<file path="src/design/sas_pkg.sv">
// sas_pkg: request codes and fixed field widths for the sprite animation sequencer
// no dependencies; imported by sprite_animation_sequencer, sas_checker and the testbench
package sas_pkg;

   // widths of the transaction fields on the ports
   localparam int unsigned TYPE_W  = 3;
   localparam int unsigned FRAME_W = 16;
   localparam int unsigned SPEED_W = 16;
   localparam int unsigned LIFE_W  = 32;

   // request codes; the remaining codes leave the state untouched
   typedef enum logic [TYPE_W-1:0] {
      REQ_TICK      = 3'd0,
      REQ_START     = 3'd1,
      REQ_STOP      = 3'd2,
      REQ_SET_FRAME = 3'd3,
      REQ_SET_LIFE  = 3'd4
   } req_code_type;

endpackage

</file>
<file path="src/design/sprite_animation_sequencer.sv">
// sprite_animation_sequencer: frame position, play state and life counter of one sprite
// depends on sas_pkg
//
// Takes one request transaction per clock while req_stall is low and answers each
// with exactly one response transaction, in order. A request is captured in an input
// register; one state-update stage then applies it (an add or subtract of the speed
// and a few compares) and loads the response register, which holds the response
// until it is taken. Throughput is one request per cycle while the response side
// does not stall, set by that single update stage, which always sees the state left
// by the request before it. Back-pressure on the response side holds the response
// register and then the input register; the input register keeps accepting while a
// finished response waits, as long as it is free.
// Position is fixed point with SPEED_FRAC_BITS fraction bits; frame_index reads it
// truncated toward zero.
module sprite_animation_sequencer #(
   parameter int unsigned FRAME_BITS      = 16,
   parameter int unsigned SPEED_FRAC_BITS = 8,
   parameter int unsigned LIFE_BITS       = 32
) (
   input  logic                         clock,
   input  logic                         reset,
   // request channel
   input  logic                         req_valid,
   output logic                         req_stall,
   input  logic [sas_pkg::TYPE_W-1:0]   req_type,
   input  logic [sas_pkg::FRAME_W-1:0]  req_first_frame,
   input  logic [sas_pkg::FRAME_W-1:0]  req_last_frame,
   input  logic [sas_pkg::SPEED_W-1:0]  req_speed,
   input  logic                         req_looping,
   input  logic                         req_keep_frame,
   input  logic [sas_pkg::FRAME_W-1:0]  req_frame_value,
   input  logic [sas_pkg::LIFE_W-1:0]   req_life_value,
   // response channel
   output logic                         rsp_valid,
   input  logic                         rsp_stall,
   output logic [sas_pkg::FRAME_W-1:0]  rsp_frame_index,
   output logic                         rsp_is_playing,
   output logic                         rsp_delete_object,
   output logic [sas_pkg::LIFE_W-1:0]   rsp_life_left
);
   import sas_pkg::*;

   localparam int unsigned FB    = FRAME_BITS;
   localparam int unsigned FRAC  = SPEED_FRAC_BITS;
   localparam int unsigned LB    = LIFE_BITS;
   // integer part plus fraction, or the speed if wider, plus carry and sign
   localparam int unsigned POS_W = ((FB + FRAC) > SPEED_W) ? (FB + FRAC + 2) : (SPEED_W + 2);
   localparam logic signed [POS_W-1:0] NEG_UNIT = -($signed(POS_W'(1)) <<< FRAC);

   // input register
   logic                 s1_valid_ff, s1_valid_in;
   logic [TYPE_W-1:0]    s1_type_ff;
   logic [FB-1:0]        s1_first_ff;
   logic [FB-1:0]        s1_last_ff;
   logic [SPEED_W-1:0]   s1_speed_ff;
   logic                 s1_looping_ff;
   logic                 s1_keep_ff;
   logic [FB-1:0]        s1_frame_ff;
   logic [LB-1:0]        s1_life_ff;

   // sprite state
   logic signed [POS_W-1:0] pos_ff, pos_in;
   logic                    running_ff, running_in;
   logic [FB-1:0]           first_ff, first_in;
   logic [FB-1:0]           last_ff, last_in;
   logic [SPEED_W-1:0]      step_ff, step_in;
   logic                    loop_ff, loop_in;
   logic                    life_en_ff, life_en_in;
   logic [LB-1:0]           life_ff, life_in;

   // response register
   logic                 rsp_valid_ff, rsp_valid_in;
   logic [FB-1:0]        rsp_frame_ff;
   logic                 rsp_playing_ff;
   logic                 rsp_delete_ff;
   logic [LB-1:0]        rsp_life_ff;

   logic                 out_free;
   logic                 s1_fire;
   logic                 req_accept;
   logic                 del_in;

   logic signed [POS_W-1:0] step_ext;
   logic signed [POS_W-1:0] pos_fwd;
   logic signed [POS_W-1:0] pos_bwd;
   logic signed [POS_W-1:0] first_pos;
   logic signed [POS_W-1:0] last_pos;
   logic signed [POS_W-1:0] past_last_pos;
   logic signed [POS_W-1:0] new_first_pos;
   logic signed [POS_W-1:0] new_last_pos;
   logic signed [POS_W-1:0] set_pos;
   logic                    outside;
   logic [POS_W-1:0]        pos_mag;
   logic [POS_W-1:0]        mag_int;
   logic [POS_W-1:0]        trunc_val;
   logic [LB-1:0]           life_dec;

   // handshake
   assign out_free    = !rsp_valid_ff || !rsp_stall;
   assign s1_fire     = s1_valid_ff && out_free;
   assign req_stall   = s1_valid_ff && !out_free;
   assign req_accept  = req_valid && !req_stall;
   assign s1_valid_in = req_accept || (s1_valid_ff && !s1_fire);
   assign rsp_valid_in = s1_fire || (rsp_valid_ff && rsp_stall);

   // input register
   always_ff @(posedge clock) begin
      if (reset) begin
         s1_valid_ff <= 1'b0;
      end else begin
         s1_valid_ff <= s1_valid_in;
      end
      if (req_accept) begin
         s1_type_ff    <= req_type;
         s1_first_ff   <= req_first_frame[FB-1:0];
         s1_last_ff    <= req_last_frame[FB-1:0];
         s1_speed_ff   <= req_speed;
         s1_looping_ff <= req_looping;
         s1_keep_ff    <= req_keep_frame;
         s1_frame_ff   <= req_frame_value[FB-1:0];
         s1_life_ff    <= req_life_value[LB-1:0];
      end
   end

   // fixed-point forms of frames and speed
   assign step_ext      = $signed({{(POS_W-SPEED_W){1'b0}}, step_ff});
   assign pos_fwd       = pos_ff + step_ext;
   assign pos_bwd       = pos_ff - step_ext;
   assign first_pos     = $signed({{(POS_W-FB){1'b0}}, first_ff}) <<< FRAC;
   assign last_pos      = $signed({{(POS_W-FB){1'b0}}, last_ff}) <<< FRAC;
   assign past_last_pos = $signed({{(POS_W-FB-1){1'b0}}, {1'b0, last_ff} + (FB+1)'(1)})
                          <<< FRAC;
   assign new_first_pos = $signed({{(POS_W-FB){1'b0}}, s1_first_ff}) <<< FRAC;
   assign new_last_pos  = $signed({{(POS_W-FB){1'b0}}, s1_last_ff}) <<< FRAC;
   assign set_pos       = $signed({{(POS_W-FB){1'b0}}, s1_frame_ff}) <<< FRAC;
   assign outside       = (pos_ff < new_first_pos) || (pos_ff > new_last_pos);
   assign life_dec      = (life_ff != '0) ? (life_ff - LB'(1)) : life_ff;

   // apply one request to the state
   always_comb begin
      pos_in     = pos_ff;
      running_in = running_ff;
      first_in   = first_ff;
      last_in    = last_ff;
      step_in    = step_ff;
      loop_in    = loop_ff;
      life_en_in = life_en_ff;
      life_in    = life_ff;
      del_in     = 1'b0;
      if (s1_fire) begin
         unique case (req_code_type'(s1_type_ff))
            REQ_TICK: begin
               if (running_ff) begin
                  if (first_ff < last_ff) begin
                     // forward: wrap once the integer frame passes last
                     if (pos_fwd >= past_last_pos) begin
                        pos_in     = first_pos;
                        running_in = loop_ff;
                     end else begin
                        pos_in = pos_fwd;
                     end
                  end else begin
                     // backward: wrap once the integer frame drops under last
                     if ((last_ff == '0) ? (pos_bwd <= NEG_UNIT) : (pos_bwd < last_pos)) begin
                        pos_in     = first_pos;
                        running_in = loop_ff;
                     end else begin
                        pos_in = pos_bwd;
                     end
                  end
               end
               if (life_en_ff) begin
                  life_in = life_dec;
                  del_in  = (life_dec == '0);
               end
            end
            REQ_START: begin
               if ((!s1_looping_ff && !running_ff) || (s1_looping_ff && outside)) begin
                  pos_in = new_first_pos;
               end
               first_in   = s1_first_ff;
               last_in    = s1_last_ff;
               step_in    = s1_speed_ff;
               loop_in    = s1_looping_ff;
               running_in = 1'b1;
            end
            REQ_STOP: begin
               running_in = 1'b0;
               if (!s1_keep_ff) begin
                  pos_in = '0;
               end
            end
            REQ_SET_FRAME: begin
               pos_in = set_pos;
            end
            REQ_SET_LIFE: begin
               life_en_in = 1'b1;
               life_in    = s1_life_ff;
            end
            default: begin
            end
         endcase
      end
   end

   // truncate the new position toward zero
   always_comb begin
      pos_mag   = pos_in[POS_W-1] ? (POS_W)'(-pos_in) : (POS_W)'(pos_in);
      mag_int   = pos_mag >> FRAC;
      trunc_val = pos_in[POS_W-1] ? (POS_W)'(-mag_int) : mag_int;
   end

   // state registers
   always_ff @(posedge clock) begin
      if (reset) begin
         pos_ff     <= '0;
         running_ff <= 1'b0;
         first_ff   <= '0;
         last_ff    <= '0;
         step_ff    <= '0;
         loop_ff    <= 1'b0;
         life_en_ff <= 1'b0;
         life_ff    <= '0;
      end else begin
         pos_ff     <= pos_in;
         running_ff <= running_in;
         first_ff   <= first_in;
         last_ff    <= last_in;
         step_ff    <= step_in;
         loop_ff    <= loop_in;
         life_en_ff <= life_en_in;
         life_ff    <= life_in;
      end
   end

   // response register
   always_ff @(posedge clock) begin
      if (reset) begin
         rsp_valid_ff <= 1'b0;
      end else begin
         rsp_valid_ff <= rsp_valid_in;
      end
      if (s1_fire) begin
         rsp_frame_ff   <= trunc_val[FB-1:0];
         rsp_playing_ff <= running_in;
         rsp_delete_ff  <= del_in;
         rsp_life_ff    <= life_in;
      end
   end

   assign rsp_valid         = rsp_valid_ff;
   assign rsp_frame_index   = FRAME_W'(rsp_frame_ff);
   assign rsp_is_playing    = rsp_playing_ff;
   assign rsp_delete_object = rsp_delete_ff;
   assign rsp_life_left     = LIFE_W'(rsp_life_ff);

endmodule

</file>
<file path="config.mk">
export PLATFORM = sky130hd
export DESIGN_NAME = sprite_animation_sequencer
export DESIGN_NICKNAME = d
export VERILOG_FILES = /design/src/design/sas_pkg.sv /design/src/design/sprite_animation_sequencer.sv
export SDC_FILE = /design/constraint.sdc
export NUM_CORES = 1
export LEC_CHECK = 0
export BUFFER_PORTS_ARGS = -buffer_cell sky130_fd_sc_hd__buf_2
export CAP_MARGIN = 20
export CORE_ASPECT_RATIO = 1.2
export CORE_UTILIZATION = 55
export CTS_CLUSTER_SIZE = 8
export DETAILED_ROUTE_END_ITERATION = 16
export GPL_TIMING_DRIVEN = 1
export HOLD_SLACK_MARGIN = 0.05
export PLACE_DENSITY = 0.75
export SLEW_MARGIN = 20
export SYNTH_ARGS = -nofsm -noshare
export SYNTH_HDL_FRONTEND = slang
export SYNTH_SLANG_ARGS = --single-unit
</file>
<file path="constraint.sdc">
create_clock -name clock -period 8.21 [get_ports clock]
set_clock_uncertainty 0.05 [all_clocks]
set_input_delay 1.2315 -clock clock [delete_from_list [all_inputs] [get_ports clock]]
set_output_delay 1.2315 -clock clock [all_outputs]
set_load 0.1 [all_outputs]
</file>
* Yosys cells after proc, flatten, opt, wreduce, memory -nomap -nowiden
Index checks and enable logic that the tools add are counted.
** Operators by class
- Divide/modulo/power cells :: 0
- Bitwise gates (word level) :: 0
- Multipliers :: 0
- Shift-type cells :: 0
- Eq/ne operators :: 4
- Reductions and logical operators :: 26
- $lt $le $gt $ge :: 6
- Add/subtract/negate cells :: 6
- Multiplexer cells :: 21
** Operators by type and width (number)
- 26-bit 2-to-1 mux :: 7
- 26-bit one-hot mux with 4 select lines :: 1
- 32-bit 2-to-1 mux :: 3
- 32-bit one-hot mux with 2 select lines :: 1
- 26-bit by 25-bit less-than comparator with 1-bit output :: 2
- 32-bit zero test :: 1
- 32-bit nonzero test :: 1
- 32-bit by 1-bit subtractor with 32-bit output (second input constant) :: 1
- 26-bit by 17-bit adder with 26-bit output :: 1
- 26-bit greater-or-equal comparator :: 1
- 26-bit by 25-bit > comparator with 1-bit output :: 1
- 26-bit by 9-bit <= comparator with 1-bit output (second input constant) :: 1
- 26-bit by 17-bit subtractor with 26-bit output :: 1
- 24-bit 2-to-1 mux :: 1
- 24-bit negation :: 1
- 16-bit by 1-bit adder with 17-bit output (second input constant) :: 1
- 16-bit zero test :: 1
- 16-bit less-than comparator :: 1
- 16-bit 2-to-1 mux :: 1
- 16-bit negation :: 1
- 1-bit logical AND :: 7
- 1-bit zero test :: 7
- 3-bit by 2-bit == test with 1-bit output (second input constant) :: 2
- 1-bit 2-to-1 mux :: 6
- other kinds (6) :: 12
** Word-level totals
- Register bits after elaboration :: 262
- Logic and storage cells :: 85
- ROM bits :: 0
- Memories kept :: 0
- Memory bits (writable) :: 0
- Input port bits :: 105
- Bits in latches :: 0
- Output and inout port bits :: 52

* Depth between registers and ports, before layout
Gate-level depths: netlist (run 1).
- Word-level depth :: 12
- Depth in mapped cells :: 34
- Mapped depth without buffers :: 33

* Least setup slack after synthesis (run 1)
OpenSTA, ideal clock, no wires.
- Kind :: register to register
- Start :: reg step_ff[11]
- End :: reg rsp_frame_ff[14] (netlist: rsp_frame_index[14]), data pin
- Data required time :: 7.898 ns
- Period minus slack after synthesis :: 6.975 ns
- Path buffers :: 1
- Setup time :: 0.262 ns
- Arrival :: 6.663 ns
- Path slack :: 1.235 ns
- Stages on the path, launching flop included :: 34
- Path through :: dfxtp_1 -> inv_1 -> ha_1 -> buf_1 -> nor2b_1 -> o21ba_2 -> or4_1 -> a211o_1 -> a31oi_1 -> o21bai_1 -> and3_1 -> nand2_1 -> xnor2_1 -> ha_1 -> nand4_1 -> nor4_1 -> nand2_1 -> or4b_4 -> o31ai_4 -> a31o_2 -> nor2_1 -> a22oi_1 -> inv_1 -> a211oi_2 -> nand2_1 -> o21ai_0 -> xnor2_1 -> ha_1 -> inv_1 -> a2111oi_0 -> o32a_2 -> o21a_1 -> mux2i_1 -> nand3_1
** On the way
- Word-level cells in the longest chain between the ends :: 12
- Elaborated cells on any way between the ends :: 16
- Those cells by class :: add/sub: 4; order compare: 3; mux: 9
** RTL lines
- start: declaration :: RTL line sprite_animation_sequencer.sv:66 : logic [SPEED_W-1:0] step_ff, step_in;
- start signal: assignment :: RTL line sprite_animation_sequencer.sv:229 : step_ff <= step_in;
- 26-bit by 17-bit subtractor with 26-bit output :: RTL line sprite_animation_sequencer.sv:128 : assign pos_bwd = pos_ff - step_ext;
- 26-bit by 25-bit less-than comparator with 1-bit output / 26-bit by 9-bit <= comparator with 1-bit output (equally long branches) :: RTL line sprite_animation_sequencer.sv:164 : if ((last_ff == '0) ? (pos_bwd <= NEG_UNIT) : (pos_bwd < last_pos)) begin
- 1-bit 2-to-1 mux :: RTL line sprite_animation_sequencer.sv:164
- 26-bit 2-to-1 mux :: RTL line sprite_animation_sequencer.sv:164
- 26-bit 2-to-1 mux (*) :: RTL line sprite_animation_sequencer.sv:154 : if (first_ff < last_ff) begin
- 26-bit 2-to-1 mux (*) :: RTL line sprite_animation_sequencer.sv:153 : if (running_ff) begin
- 26-bit one-hot mux with 4 select lines (*) :: RTL line sprite_animation_sequencer.sv:151 : unique case (req_code_type'(s1_type_ff))
- 26-bit 2-to-1 mux (*) :: RTL line sprite_animation_sequencer.sv:150 : if (s1_fire) begin
- 24-bit negation :: RTL line sprite_animation_sequencer.sv:208 : pos_mag = pos_in[POS_W-1] ? (POS_W)'(-pos_in) : (POS_W)'(pos_in);
- 24-bit 2-to-1 mux :: RTL line sprite_animation_sequencer.sv:208
- 16-bit negation :: RTL line sprite_animation_sequencer.sv:210 : trunc_val = pos_in[POS_W-1] ? (POS_W)'(-mag_int) : mag_int;
- 16-bit 2-to-1 mux (*) :: RTL line sprite_animation_sequencer.sv:210
- via trunc_val[14] :: RTL line sprite_animation_sequencer.sv:95 : logic [POS_W-1:0] trunc_val;
- end signal: assignment :: RTL line sprite_animation_sequencer.sv:244 : rsp_frame_ff <= trunc_val[FB-1:0];
- end: declaration :: RTL line sprite_animation_sequencer.sv:73 : logic [FB-1:0] rsp_frame_ff;
The timed path passes the listed nets; every way through them passes the cells marked *.
A chain may end at the register's enable or synchronous reset.

* Final worst setup path (run 1)
- Start :: reg pos_ff[0]
- End :: reg rsp_frame_ff[14] (netlist: rsp_frame_index[14]), data pin
** On the way
- Word-level cells in the longest chain between the ends :: 12
- Elaborated cells on any way between the ends :: 23
- Those cells by class :: add/sub: 4; order compare: 5; mux: 11; reduce/logical: 3
** RTL lines
- start: declaration :: RTL line sprite_animation_sequencer.sv:62 : logic signed [POS_W-1:0] pos_ff, pos_in;
- start signal: assignment :: RTL line sprite_animation_sequencer.sv:225 : pos_ff <= pos_in;
- 26-bit by 17-bit subtractor with 26-bit output :: RTL line sprite_animation_sequencer.sv:128
- 26-bit by 25-bit less-than comparator with 1-bit output / 26-bit by 9-bit <= comparator with 1-bit output (equally long branches) :: RTL line sprite_animation_sequencer.sv:164
- 1-bit 2-to-1 mux :: RTL line sprite_animation_sequencer.sv:164
- 26-bit 2-to-1 mux :: RTL line sprite_animation_sequencer.sv:164
- 26-bit 2-to-1 mux :: RTL line sprite_animation_sequencer.sv:154
- 26-bit 2-to-1 mux :: RTL line sprite_animation_sequencer.sv:153
- 26-bit one-hot mux with 4 select lines :: RTL line sprite_animation_sequencer.sv:151
- 26-bit 2-to-1 mux (*) :: RTL line sprite_animation_sequencer.sv:150
- 24-bit negation :: RTL line sprite_animation_sequencer.sv:208
- 24-bit 2-to-1 mux :: RTL line sprite_animation_sequencer.sv:208
- 16-bit negation :: RTL line sprite_animation_sequencer.sv:210
- 16-bit 2-to-1 mux (*) :: RTL line sprite_animation_sequencer.sv:210
- via trunc_val[14] :: RTL line sprite_animation_sequencer.sv:95
Marked as above.

==> flow_summary_export.csv, run 1 <==
group,metric,value,unit
detailed_routing,drc_errors,0,
die,die_h,193,microns
die,rows,69,
global_route,grt_pass1_vias,15000,
worst_setup_path,rr_endpoint,"rsp_frame_index[14]",
placed_design,place.gp.congestion,1.13,
clock_tree,numCtsBuffers,38,
global_route,grt.overflow.total,0,
pwr,ir_worst_vdd,0.000229,V
synthesis,synthCells,1848,
sta,finalSetupViolCount,0,
global_route,grt_start_max_net_pins,78,
sta,hold_viol_final,0,
pwr,powerDensity,188,mW/mm^2
clock_tree,htree_levels,2,
clock_tree,clock-root-buffer,"clkbuf_16",
detailed_routing,via_per_inst,6.37,
layout,areaGrowthSynthToFinish,13.7,%
sta,fmax,0.127,GHz
sta,hold_slack,0.406,ns
synthesis,syn_avg_cell_area,9.02,sq um
worst_setup_path,worstRegToRegCells,30,
detailed_routing,totalWireLength,56.5,mm
layout,fin_nets,2203,
synthesis,async_flop_share,0,
worst_setup_path,arrival,8.10,ns
die,start_util,0.562,
worst_setup_path,crit_fanout,13,
die,die_x,161,microns
worst_setup_path,rrSetupSlack,0.33,ns
detailed_routing,wire_per_inst,23.5,microns
hold_path,whs_path_depth,2,
global_route,grt_antenna_before_repair,4,
worst_setup_path,cp_slowest_cell,"a2111oi_1",
detailed_routing,dr.pass1.iters,6,
clock_tree,path_clk_slew,0.05,ns
worst_setup_path,crit_buf_inv,3,
clock_tree,clock_latency,0.52,ns
detailed_routing,drt-initial-drc-count,1653,
synthesis,ys_seq_area_frac,0.405,
global_route,grt_use_total,0.365,
clock_tree,clock-sinks,262,
worst_setup_path,critPathRequiredTime,8.42,ns
worst_setup_path,cp_top_family,"compound AO/OA/AOI/OAI gates",
sta,period_share,0.960,
synthesis,synth_edf_count,151,
global_route,grt_first_pass_wirelength,85.7,mm
clock_tree,hold_buffers,0,
detailed_routing,num_vias,15300,
worst_setup_path,start_kind,"flop",
hold_path,min_delay_worst_endpoint,"loop_ff",
worst_setup_path,critPathMaxStageDelay,0.65,ns
clock_tree,tritoncts,"yes",
worst_setup_path,crit_type,"flop to flop",
synthesis,syn_nets,2070,
pwr,p_total,3560,uW
synthesis,synth_cell_types,104,
run,max_cap_viol_count,0,
hold_path,hold_path.class,"flop to flop",
die,io-pin-count,157,
die,coreArea,0.0297,sq mm
sta,min_period,7.88,ns
hold_path,holdCritStartpoint,"loop_ff",
synthesis,ys_ff_latch,262,
synthesis,ys_warn_count,0,
clock_tree,cts_buffer_depth,3,
sta,relSlewSlack,0.292,
placed_design,port_buffers,156,
die,dieArea,0.0310,sq mm
sta,tightest_slew,1.03,ns
synthesis,netlist_area,0.0167,sq mm
sta,drv_slew,0,
detailed_routing,ant_nets,0,
worst_setup_path,cp-end-kind,"flop",
placed_design,hpwl,42.4,mm
layout,drive_gt1_frac,0.148,
synthesis,synth-main-ff-cell,"edfxtp_1",
status,outcome,"finished, final reports clean",
worst_setup_path,reg2reg_from,"pos_ff[0]",
pwr,p_leak,0.00769,uW
-- cell type report --
type / count / area (sq um)
timing repair buffer: 193 / 1060
clock inverter: 1 / 8.76
multi-input combinational: 1388 / 9190
inverter: 98 / 370
antenna: 1 / 2.50
tap: 390 / 488
clock buffer: 66 / 1080
fill: 2516 / 10700
sequential: 262 / 6760
-- per-layer routing --
metal,wire [microns],part of all wire,vias up,global-route usage
li1,-,-,7088,-
met1,20900,0.37,7189,0.423
met2,27100,0.48,798,0.626
met3,4620,0.082,211,0.0623
met4,3780,0.067,4,0.233
met5,31,0.00055,-,0
-- timing repair --
action | 4_1_cts | 5_1_grt
gates resized for setup | 0 | 6
setup endpoints to repair | 0 | 5
setup buffers | 0 | 0
-- worst max-delay path by stage --
stage | startpoint | end | slack (ns) | cells after the start
floorplan | step_ff[11] | rsp_frame_index[14] | 1.23 | 33
finish | pos_ff[0] | rsp_frame_index[14] | 0.33 | 30
global route | pos_ff[0] | rsp_frame_index[14] | -0.01 | 34
CTS | pos_ff[0] | rsp_frame_index[14] | 0.21 | 34
global placement | pos_ff[0] | rsp_frame_index[14] | 0.45 | 30
detailed placement | pos_ff[0] | rsp_frame_index[14] | 0.22 | 34
-- cell families (layout without fill, tap and decap cells) --
group,Yosys count,after routing,synth area share
adders and majority gates,117,117,0.0887
buffers and inverters,198,358,0.0466
muxes,12,12,0.00735
AOI/OAI and AO/OA,491,491,0.203
other,0,1,0
and+or+nand+nor,700,700,0.214
xor gates and xnor gates,68,68,0.0357
DFF,262,262,0.405
-- worst min-delay path, delay by kind of cell (launching register included) --
kind,cells,cell delay (ns)
DFF,1,0.30
and+or+nand+nor,1,0.05
AOI/OAI and AO/OA,1,0.05
-- per-stage QoR --
stage	setup WS (ns)	util	area (sq um)	TNS, ns	std cells
floorplan	1.23	-	16700	0	1848
global placement	0.445	0.601	17800	0	2331
detailed placement	0.225	0.601	17800	0	2331
CTS	0.207	0.637	18900	0	2398
global route	-0.0114	0.638	19000	-0.0114	2399
finish	0.325	0.638	19000	0	2399
-- state kept, by name (all words and copies together), names as in the netlist, 16 cells and up --
register / flops
last_ff: 16
s1_life_ff: 32
first_ff: 16
pos_ff: 26
s1_first_ff: 16
s1_speed_ff: 16
rsp_life_left: 32
step_ff: 16
s1_frame_ff: 16
rsp_frame_index: 16
life_ff: 32
s1_last_ff: 16
-- layout by cell type, fill, tap and decap left out, types with 9 or more instances in the layout --
cell type  count
dfxtp_1      111
o21ai_0       73
nor4_1        21
nand2_1      228
edfxtp_1     151
o31ai_1        9
xnor2_1       45
or3_1         12
buf_4         38
a22oi_1       11
and3_1        21
nand4_1       19
buf_2        155
o21bai_1       9
inv_1         96
nor3b_1       12
nand3_1       58
a31oi_1       23
clkbuf_16     39
or4_1         12
a21o_1        14
nor3_1        40
a211o_1       12
and4_1         9
a21oi_1      160
a222oi_1      11
o22ai_1       23
xor2_1        23
o21a_1        15
o211ai_1      10
nor2b_1       47
mux2i_1       10
clkbuf_1      27
or2_2         11
nand2b_1      12
a211oi_1      14
nor2_1       143
ha_1         114
-- cells in the mapped netlist (8+ instances only) --
cell type	count	area, sq um
a211o_1	12	105
a211oi_1	14	105
a21o_1	14	105
a21oi_1	160	801
a222oi_1	11	110
a22oi_1	11	82.6
a31oi_1	23	144
and3_1	21	131
and4_1	9	78.8
buf_2	13	65.1
clkbuf_1	79	297
dfxtp_1	111	2220
edfxtp_1	151	4530
ha_1	115	1440
inv_1	97	364
mux2i_1	10	100
nand2_1	228	856
nand2b_1	12	75.1
nand3_1	58	290
nand4_1	19	119
nand4b_1	8	70.1
nor2_1	144	541
nor2b_1	48	300
nor3_1	41	205
nor3b_1	12	90.1
nor4_1	22	138
o211ai_1	10	75.1
o21a_1	15	113
o21ai_0	75	375
o21bai_1	9	67.6
o22ai_1	23	144
o31a_1	8	70.1
o31ai_1	9	67.6
or2_2	11	68.8
or3_1	12	75.1
or4_1	12	90.1
xnor2_1	45	394
xor2_1	23	201
-- power breakdown --
part	leakage, uW	internal [uW]	switching (uW)	total, uW
Clock	0.000517	881	564	1450
Combinational	0.00482	189	447	636
Sequential	0.00235	1440	34.1	1480
Note: power is estimated with default switching activity, not from simulation.
==> run 2: changes to the inputs <==
--- a/config.mk
+++ b/config.mk
@@ -8,12 +8,11 @@
 export BUFFER_PORTS_ARGS = -buffer_cell sky130_fd_sc_hd__buf_2
 export CAP_MARGIN = 20
 export CORE_ASPECT_RATIO = 1.2
-export CORE_UTILIZATION = 55
+export CORE_UTILIZATION = 40
 export CTS_CLUSTER_SIZE = 8
 export DETAILED_ROUTE_END_ITERATION = 16
 export GPL_TIMING_DRIVEN = 1
 export HOLD_SLACK_MARGIN = 0.05
-export PLACE_DENSITY = 0.75
 export SLEW_MARGIN = 20
 export SYNTH_ARGS = -nofsm -noshare
 export SYNTH_HDL_FRONTEND = slang
==> run 2 against run 1 <==
  * First-iteration DRC count is 35% lower
  * Non-clock buffer count is 53 higher
  * Register-to-register slack better by 0.22 ns
  * Maximum frequency is 2.8% higher
  * Via count is 0.61% higher
  * Cell count is 8.6% higher
  * Flip-flop and latch count stayed put
  * Total power is 4.2% higher
  * Final area is 3.5% higher
  * Die area is 37% higher
  * Combinational power is 6.9% higher
  * Clock power is 7% higher
==> flow_summary_export.csv, run 2 (synthesis results as in run 1) <==
group,metric,value,unit
status,outcome,"finished, final reports clean",
sta,tns,0,ns
global_route,grt_start_max_net_pins,69,
worst_setup_path,critPathMaxStageDelay,0.74,ns
pwr,powerDensity,189,mW/mm^2
layout,areaGrowthSynthToFinish,17.6,%
clock_tree,clock-sinks,262,
detailed_routing,drt-initial-drc-count,1082,
worst_setup_path,crit_buf_inv,5,
clock_tree,htree_levels,2,
clock_tree,clock-root-buffer,"clkbuf_16",
worst_setup_path,crit_type,"flop to flop",
clock_tree,tritoncts,"yes",
detailed_routing,drc_errors,0,
placed_design,hpwl,46.8,mm
global_route,grt_pass1_vias,15300,
detailed_routing,totalWireLength,60.7,mm
global_route,grt_first_pass_wirelength,91.1,mm
hold_path,hold_path.class,"flop to flop",
worst_setup_path,cp_top_family,"simple AND/OR/NAND/NOR gates",
layout,multi_input_comb_area,0.00917,sq mm
layout,drive_gt1_frac,0.170,
sta,tightest_slew,1.13,ns
detailed_routing,via_per_inst,5.90,
die,io-pin-count,157,
sta,min_period,7.67,ns
sta,finalSetupViolCount,0,
sta,hold_viol_final,0,
worst_setup_path,crit_fanout,12,
die,dieArea,0.0425,sq mm
die,coreArea,0.0409,sq mm
worst_setup_path,cp_slowest_cell,"or4b_2",
worst_setup_path,arrival,7.90,ns
clock_tree,path_clk_slew,0.06,ns
global_route,grt_use_total,0.285,
pwr,ir_worst_vdd,0.000169,V
worst_setup_path,critPathRequiredTime,8.44,ns
placed_design,port_buffers,156,
layout,nFillCells,4026,
die,start_util,0.407,
sta,drv_slew,0,
pwr,p_leak,0.00799,uW
clock_tree,clock_latency,0.56,ns
layout,layout_commonest_cell,"nand2_1",
placed_design,place.gp.congestion,1.05,
clock_tree,cts_buffer_depth,3,
layout,mostFrequentLayoutCells,"nand2_1 (228), a21oi_1 (160), buf_2 (155)",
clock_tree,post_cts_buffers,0,
global_route,grt.overflow.total,0,
worst_setup_path,start_kind,"flop",
layout,fin_nets,2257,
sta,fmax,0.130,GHz
run,max_cap_viol_count,0,
layout,regArea,0.00676,sq mm
die,die_x,188,microns
worst_setup_path,crit_top_cell,"buf_4",
die,die_h,226,microns
detailed_routing,wire_per_inst,23.3,microns
sta,hold_slack,0.411,ns
sta,rsz0062_at_grt,"false",
die,rows,81,
worst_setup_path,cp-end-kind,"flop",
detailed_routing,ant_nets,0,
detailed_routing,dr.pass1.iters,6,
sta,period_share,0.934,
sta,relSlewSlack,0.237,
global_route,grt_antenna_before_repair,4,
detailed_routing,num_vias,15400,
clock_tree,numCtsBuffers,39,
## run 2: worst paths after layout
path / endpoint / cells past startpoint / slack (ns) / from
setup / recovery: rsp_frame_index[14] / 30 / 0.54 / pos_ff[13]
hold / removal: loop_ff / 2 / 0.41 / loop_ff
setup reg to reg: rsp_frame_index[14] / 30 / 0.54 / pos_ff[13]
hold reg to reg: loop_ff / 2 / 0.41 / loop_ff
## run 2: area by class of cell
class / count / area share
sequential: 262 / 0.344
antenna: 1 / 0.000128
clock buffer: 69 / 0.0576
inverter: 98 / 0.0189
multi-input combinational: 1388 / 0.467
clock inverter: 3 / 0.00281
timing repair buffer: 246 / 0.0744
tap: 539 / 0.0344
## run 2: what timing repair did
item / CTS / global route
setup endpoints to repair: 0 / 1
resized for setup: 0 / 1
hold buffers: 0 / 0
## run 2: routing by layer
metal	vias up	track usage	share of wire	routed length, microns
met3	156	0.0402	0.059	3590
met4	2	0.160	0.057	3480
met5	-	0	0.00021	13
met2	612	0.505	0.50	30000
li1	7203	-	-	-
met1	7410	0.328	0.39	23600
## run 2: worst min-delay path, stage by stage, from the launching register on
cell and delay [ns]:
dfxtp_1 0.30, nand2_1 0.05, a21oi_1 0.06
## run 2: through the flow
| step | power, uW | cell area, sq um | utilization | instances | setup slack (ns) |
|---|---|---|---|---|---|
| 3_3_place_gp | 2160 | 18400 | 0.450 | 2533 | 0.608 |
| 4_1_cts | 3730 | 19600 | 0.479 | 2605 | 0.492 |
| 6_report | 3710 | 19600 | 0.479 | 2606 | 0.542 |
| 5_1_grt | 3830 | 19600 | 0.479 | 2606 | 0.0564 |
| 3_5_place_dp | 2170 | 18400 | 0.450 | 2533 | 0.548 |
| 2_1_floorplan | 1920 | 16700 | - | 1848 | 1.23 |
## run 2: power by group
group          total [uW]  internal, uW  switching (uW)
clock                1550           934             618
combinational         680           221             459
sequential           1480          1440            32.3
total                3710          2600            1110
==> run 3: changes to the inputs <==
--- a/config.mk
+++ b/config.mk
@@ -5,7 +5,7 @@
 export SDC_FILE = /design/constraint.sdc
 export NUM_CORES = 1
 export LEC_CHECK = 0
-export BUFFER_PORTS_ARGS = -buffer_cell sky130_fd_sc_hd__buf_2
+export BUFFER_PORTS_ARGS = -buffer_cell sky130_fd_sc_hd__clkbuf_2
 export CAP_MARGIN = 20
 export CORE_ASPECT_RATIO = 1.2
 export CORE_UTILIZATION = 40
==> run 3 against run 2 <==
  * Global-route usage decreased by 0.20 points
  * Wire length decreased by 0.70%
  * Die area unchanged
  * Worst setup slack improved by 0.0068 ns
  * Sequential power about the same
  * Worst hold slack got worse by 0.0020 ns
  * Core utilization decreased by 0.19 points
  * Flip-flop and latch count unchanged
  * Largest cell class unchanged
  * Highest routed layer is now met4
==> flow_summary_export.csv, run 3 (synthesis results as in run 1) <==
group,metric,value,unit
run,max_cap_viol_count,0,
worst_setup_path,crit_type,"flop to flop",
sta,hold_slack,0.409,ns
layout,mostFrequentLayoutCells,"nand2_1 (228), a21oi_1 (160), clkbuf_2 (155)",
sta,hold_viol_final,0,
pwr,p_leak,0.00799,uW
hold_path,holdCritStartpoint,"loop_ff",
worst_setup_path,critPathRequiredTime,8.44,ns
clock_tree,post_cts_buffers,0,
sta,drv_slew,0,
die,coreArea,0.0409,sq mm
placed_design,hpwl,46.3,mm
detailed_routing,wire_per_inst,23.2,microns
die,die_x,188,microns
layout,areaGrowthSynthToFinish,17.1,%
worst_setup_path,start_kind,"flop",
hold_path,hold_path.class,"flop to flop",
detailed_routing,dr.pass1.iters,5,
placed_design,place.gp.congestion,1.03,
die,io-pin-count,157,
sta,tns,0,ns
worst_setup_path,reg2reg_from,"pos_ff[0]",
clock_tree,clock-root-buffer,"clkbuf_16",
detailed_routing,totalWireLength,60.3,mm
sta,min_period,7.66,ns
global_route,grt.overflow.total,0,
detailed_routing,ant_nets,0,
global_route,grt_antenna_before_repair,0,
worst_setup_path,rrSetupSlack,0.55,ns
pwr,ir_worst_vdd,0.000164,V
clock_tree,tritoncts,"yes",
status,outcome,"finished, final reports clean",
clock_tree,path_clk_slew,0.05,ns
clock_tree,cts_resized,0,
sta,finalSetupViolCount,0,
detailed_routing,drt-initial-drc-count,1072,
die,dieArea,0.0425,sq mm
layout,drive_gt1_frac,0.170,
clock_tree,cts_buffer_depth,3,
clock_tree,numCtsBuffers,39,
sta,fmax,0.131,GHz
sta,tightest_slew,1.09,ns
detailed_routing,num_vias,15100,
clock_tree,htree_levels,2,
clock_tree,clock_latency,0.56,ns
layout,fin_nets,2256,
worst_setup_path,arrival,7.89,ns
global_route,grt_use_total,0.283,
detailed_routing,via_per_inst,5.81,
worst_setup_path,cp-end-kind,"flop",
sta,relSlewSlack,0.267,
sta,period_share,0.933,
pwr,powerDensity,186,mW/mm^2
placed_design,port_buffers,156,
worst_setup_path,critPathMaxStageDelay,0.49,ns
global_route,grt_start_max_net_pins,66,
sta,rsz0062_at_grt,"false",
global_route,grt_first_pass_wirelength,90.6,mm
detailed_routing,drc_errors,0,
clock_tree,clock-sinks,262,
global_route,grt_pass1_vias,15200,
layout,layout_commonest_cell,"nand2_1",
worst_setup_path,cp_slowest_cell,"or4b_4",
die,rows,81,
worst_setup_path,crit_fanout,4,
layout,antenna_cells,0,
die,die_h,226,microns
die,start_util,0.407,
clock_tree,hold_buffers,0,
worst_setup_path,crit_start,"pos_ff[0]",
run 3: changes by cell type in the layout (fill, tap and decap cells not counted), moves of 2 or more:
| cell | before | now |
|---|---|---|
| buf_2 | 155 | 0 |
| clkbuf_2 | 0 | 155 |
| clkbuf_8 | 2 | 0 |
| buf_4 | 91 | 89 |
run 3: layout make-up:
cell class | instances | area (sq um)
flip-flops and latches | 262 | 6760
well taps | 539 | 674
clock inverters | 4 | 22.5
multi-input cells | 1388 | 9170
repair buffers | 245 | 1460
clock buffers | 66 | 1080
inverters | 98 | 370
fillers | 3903 | 21400
run 3: per-layer routing:
metal | vias to the layer above | track usage | routed length, microns
met3 | 160 | 0.0412 | 3490
met4 | 0 | 0.164 | 3590
met2 | 601 | 0.495 | 29400
met5 | - | 0 | 0
met1 | 7164 | 0.329 | 23800
li1 | 7193 | - | -
run 3: path summary, 6_finish.rpt:
check	endpoint	depth (start not counted)
worst max register to register	rsp_frame_index[14]	34
worst min register to register	loop_ff	2
worst min-delay path	loop_ff	2
worst max-delay path	rsp_frame_index[14]	34
run 3: per-stage QoR:
| stage | power, uW | cells | instance area, sq um | utilization | worst slack, ns |
|---|---|---|---|---|---|
| floorplan | 1920 | 1848 | 16700 | - | 1.23 |
| global placement | 2160 | 2532 | 18400 | 0.450 | 0.599 |
| detailed placement | 2160 | 2532 | 18400 | 0.450 | 0.582 |
| CTS | 3660 | 2602 | 19500 | 0.477 | 0.544 |
| global route | 3770 | 2602 | 19500 | 0.477 | 0.101 |
| finish | 3640 | 2602 | 19500 | 0.477 | 0.549 |
run 3: report_power, final:
group | switching (uW) | internal (uW) | total (uW)
Clock | 601 | 885 | 1490
Sequential | 31.7 | 1440 | 1480
Combinational | 457 | 216 | 673
run 3: critical path, delay by kind of cell, from the launching register on:
| kind | cells | cell delay, ns |
|---|---|---|
| and+or+nand+nor | 10 | 1.95 |
| buffers and inverters | 5 | 0.68 |
| adders and majority gates | 4 | 1.15 |
| AOI/OAI and AO/OA | 11 | 2.33 |
| DFF | 1 | 0.37 |
| xor gates and xnor gates | 2 | 0.31 |
| muxes | 2 | 0.53 |
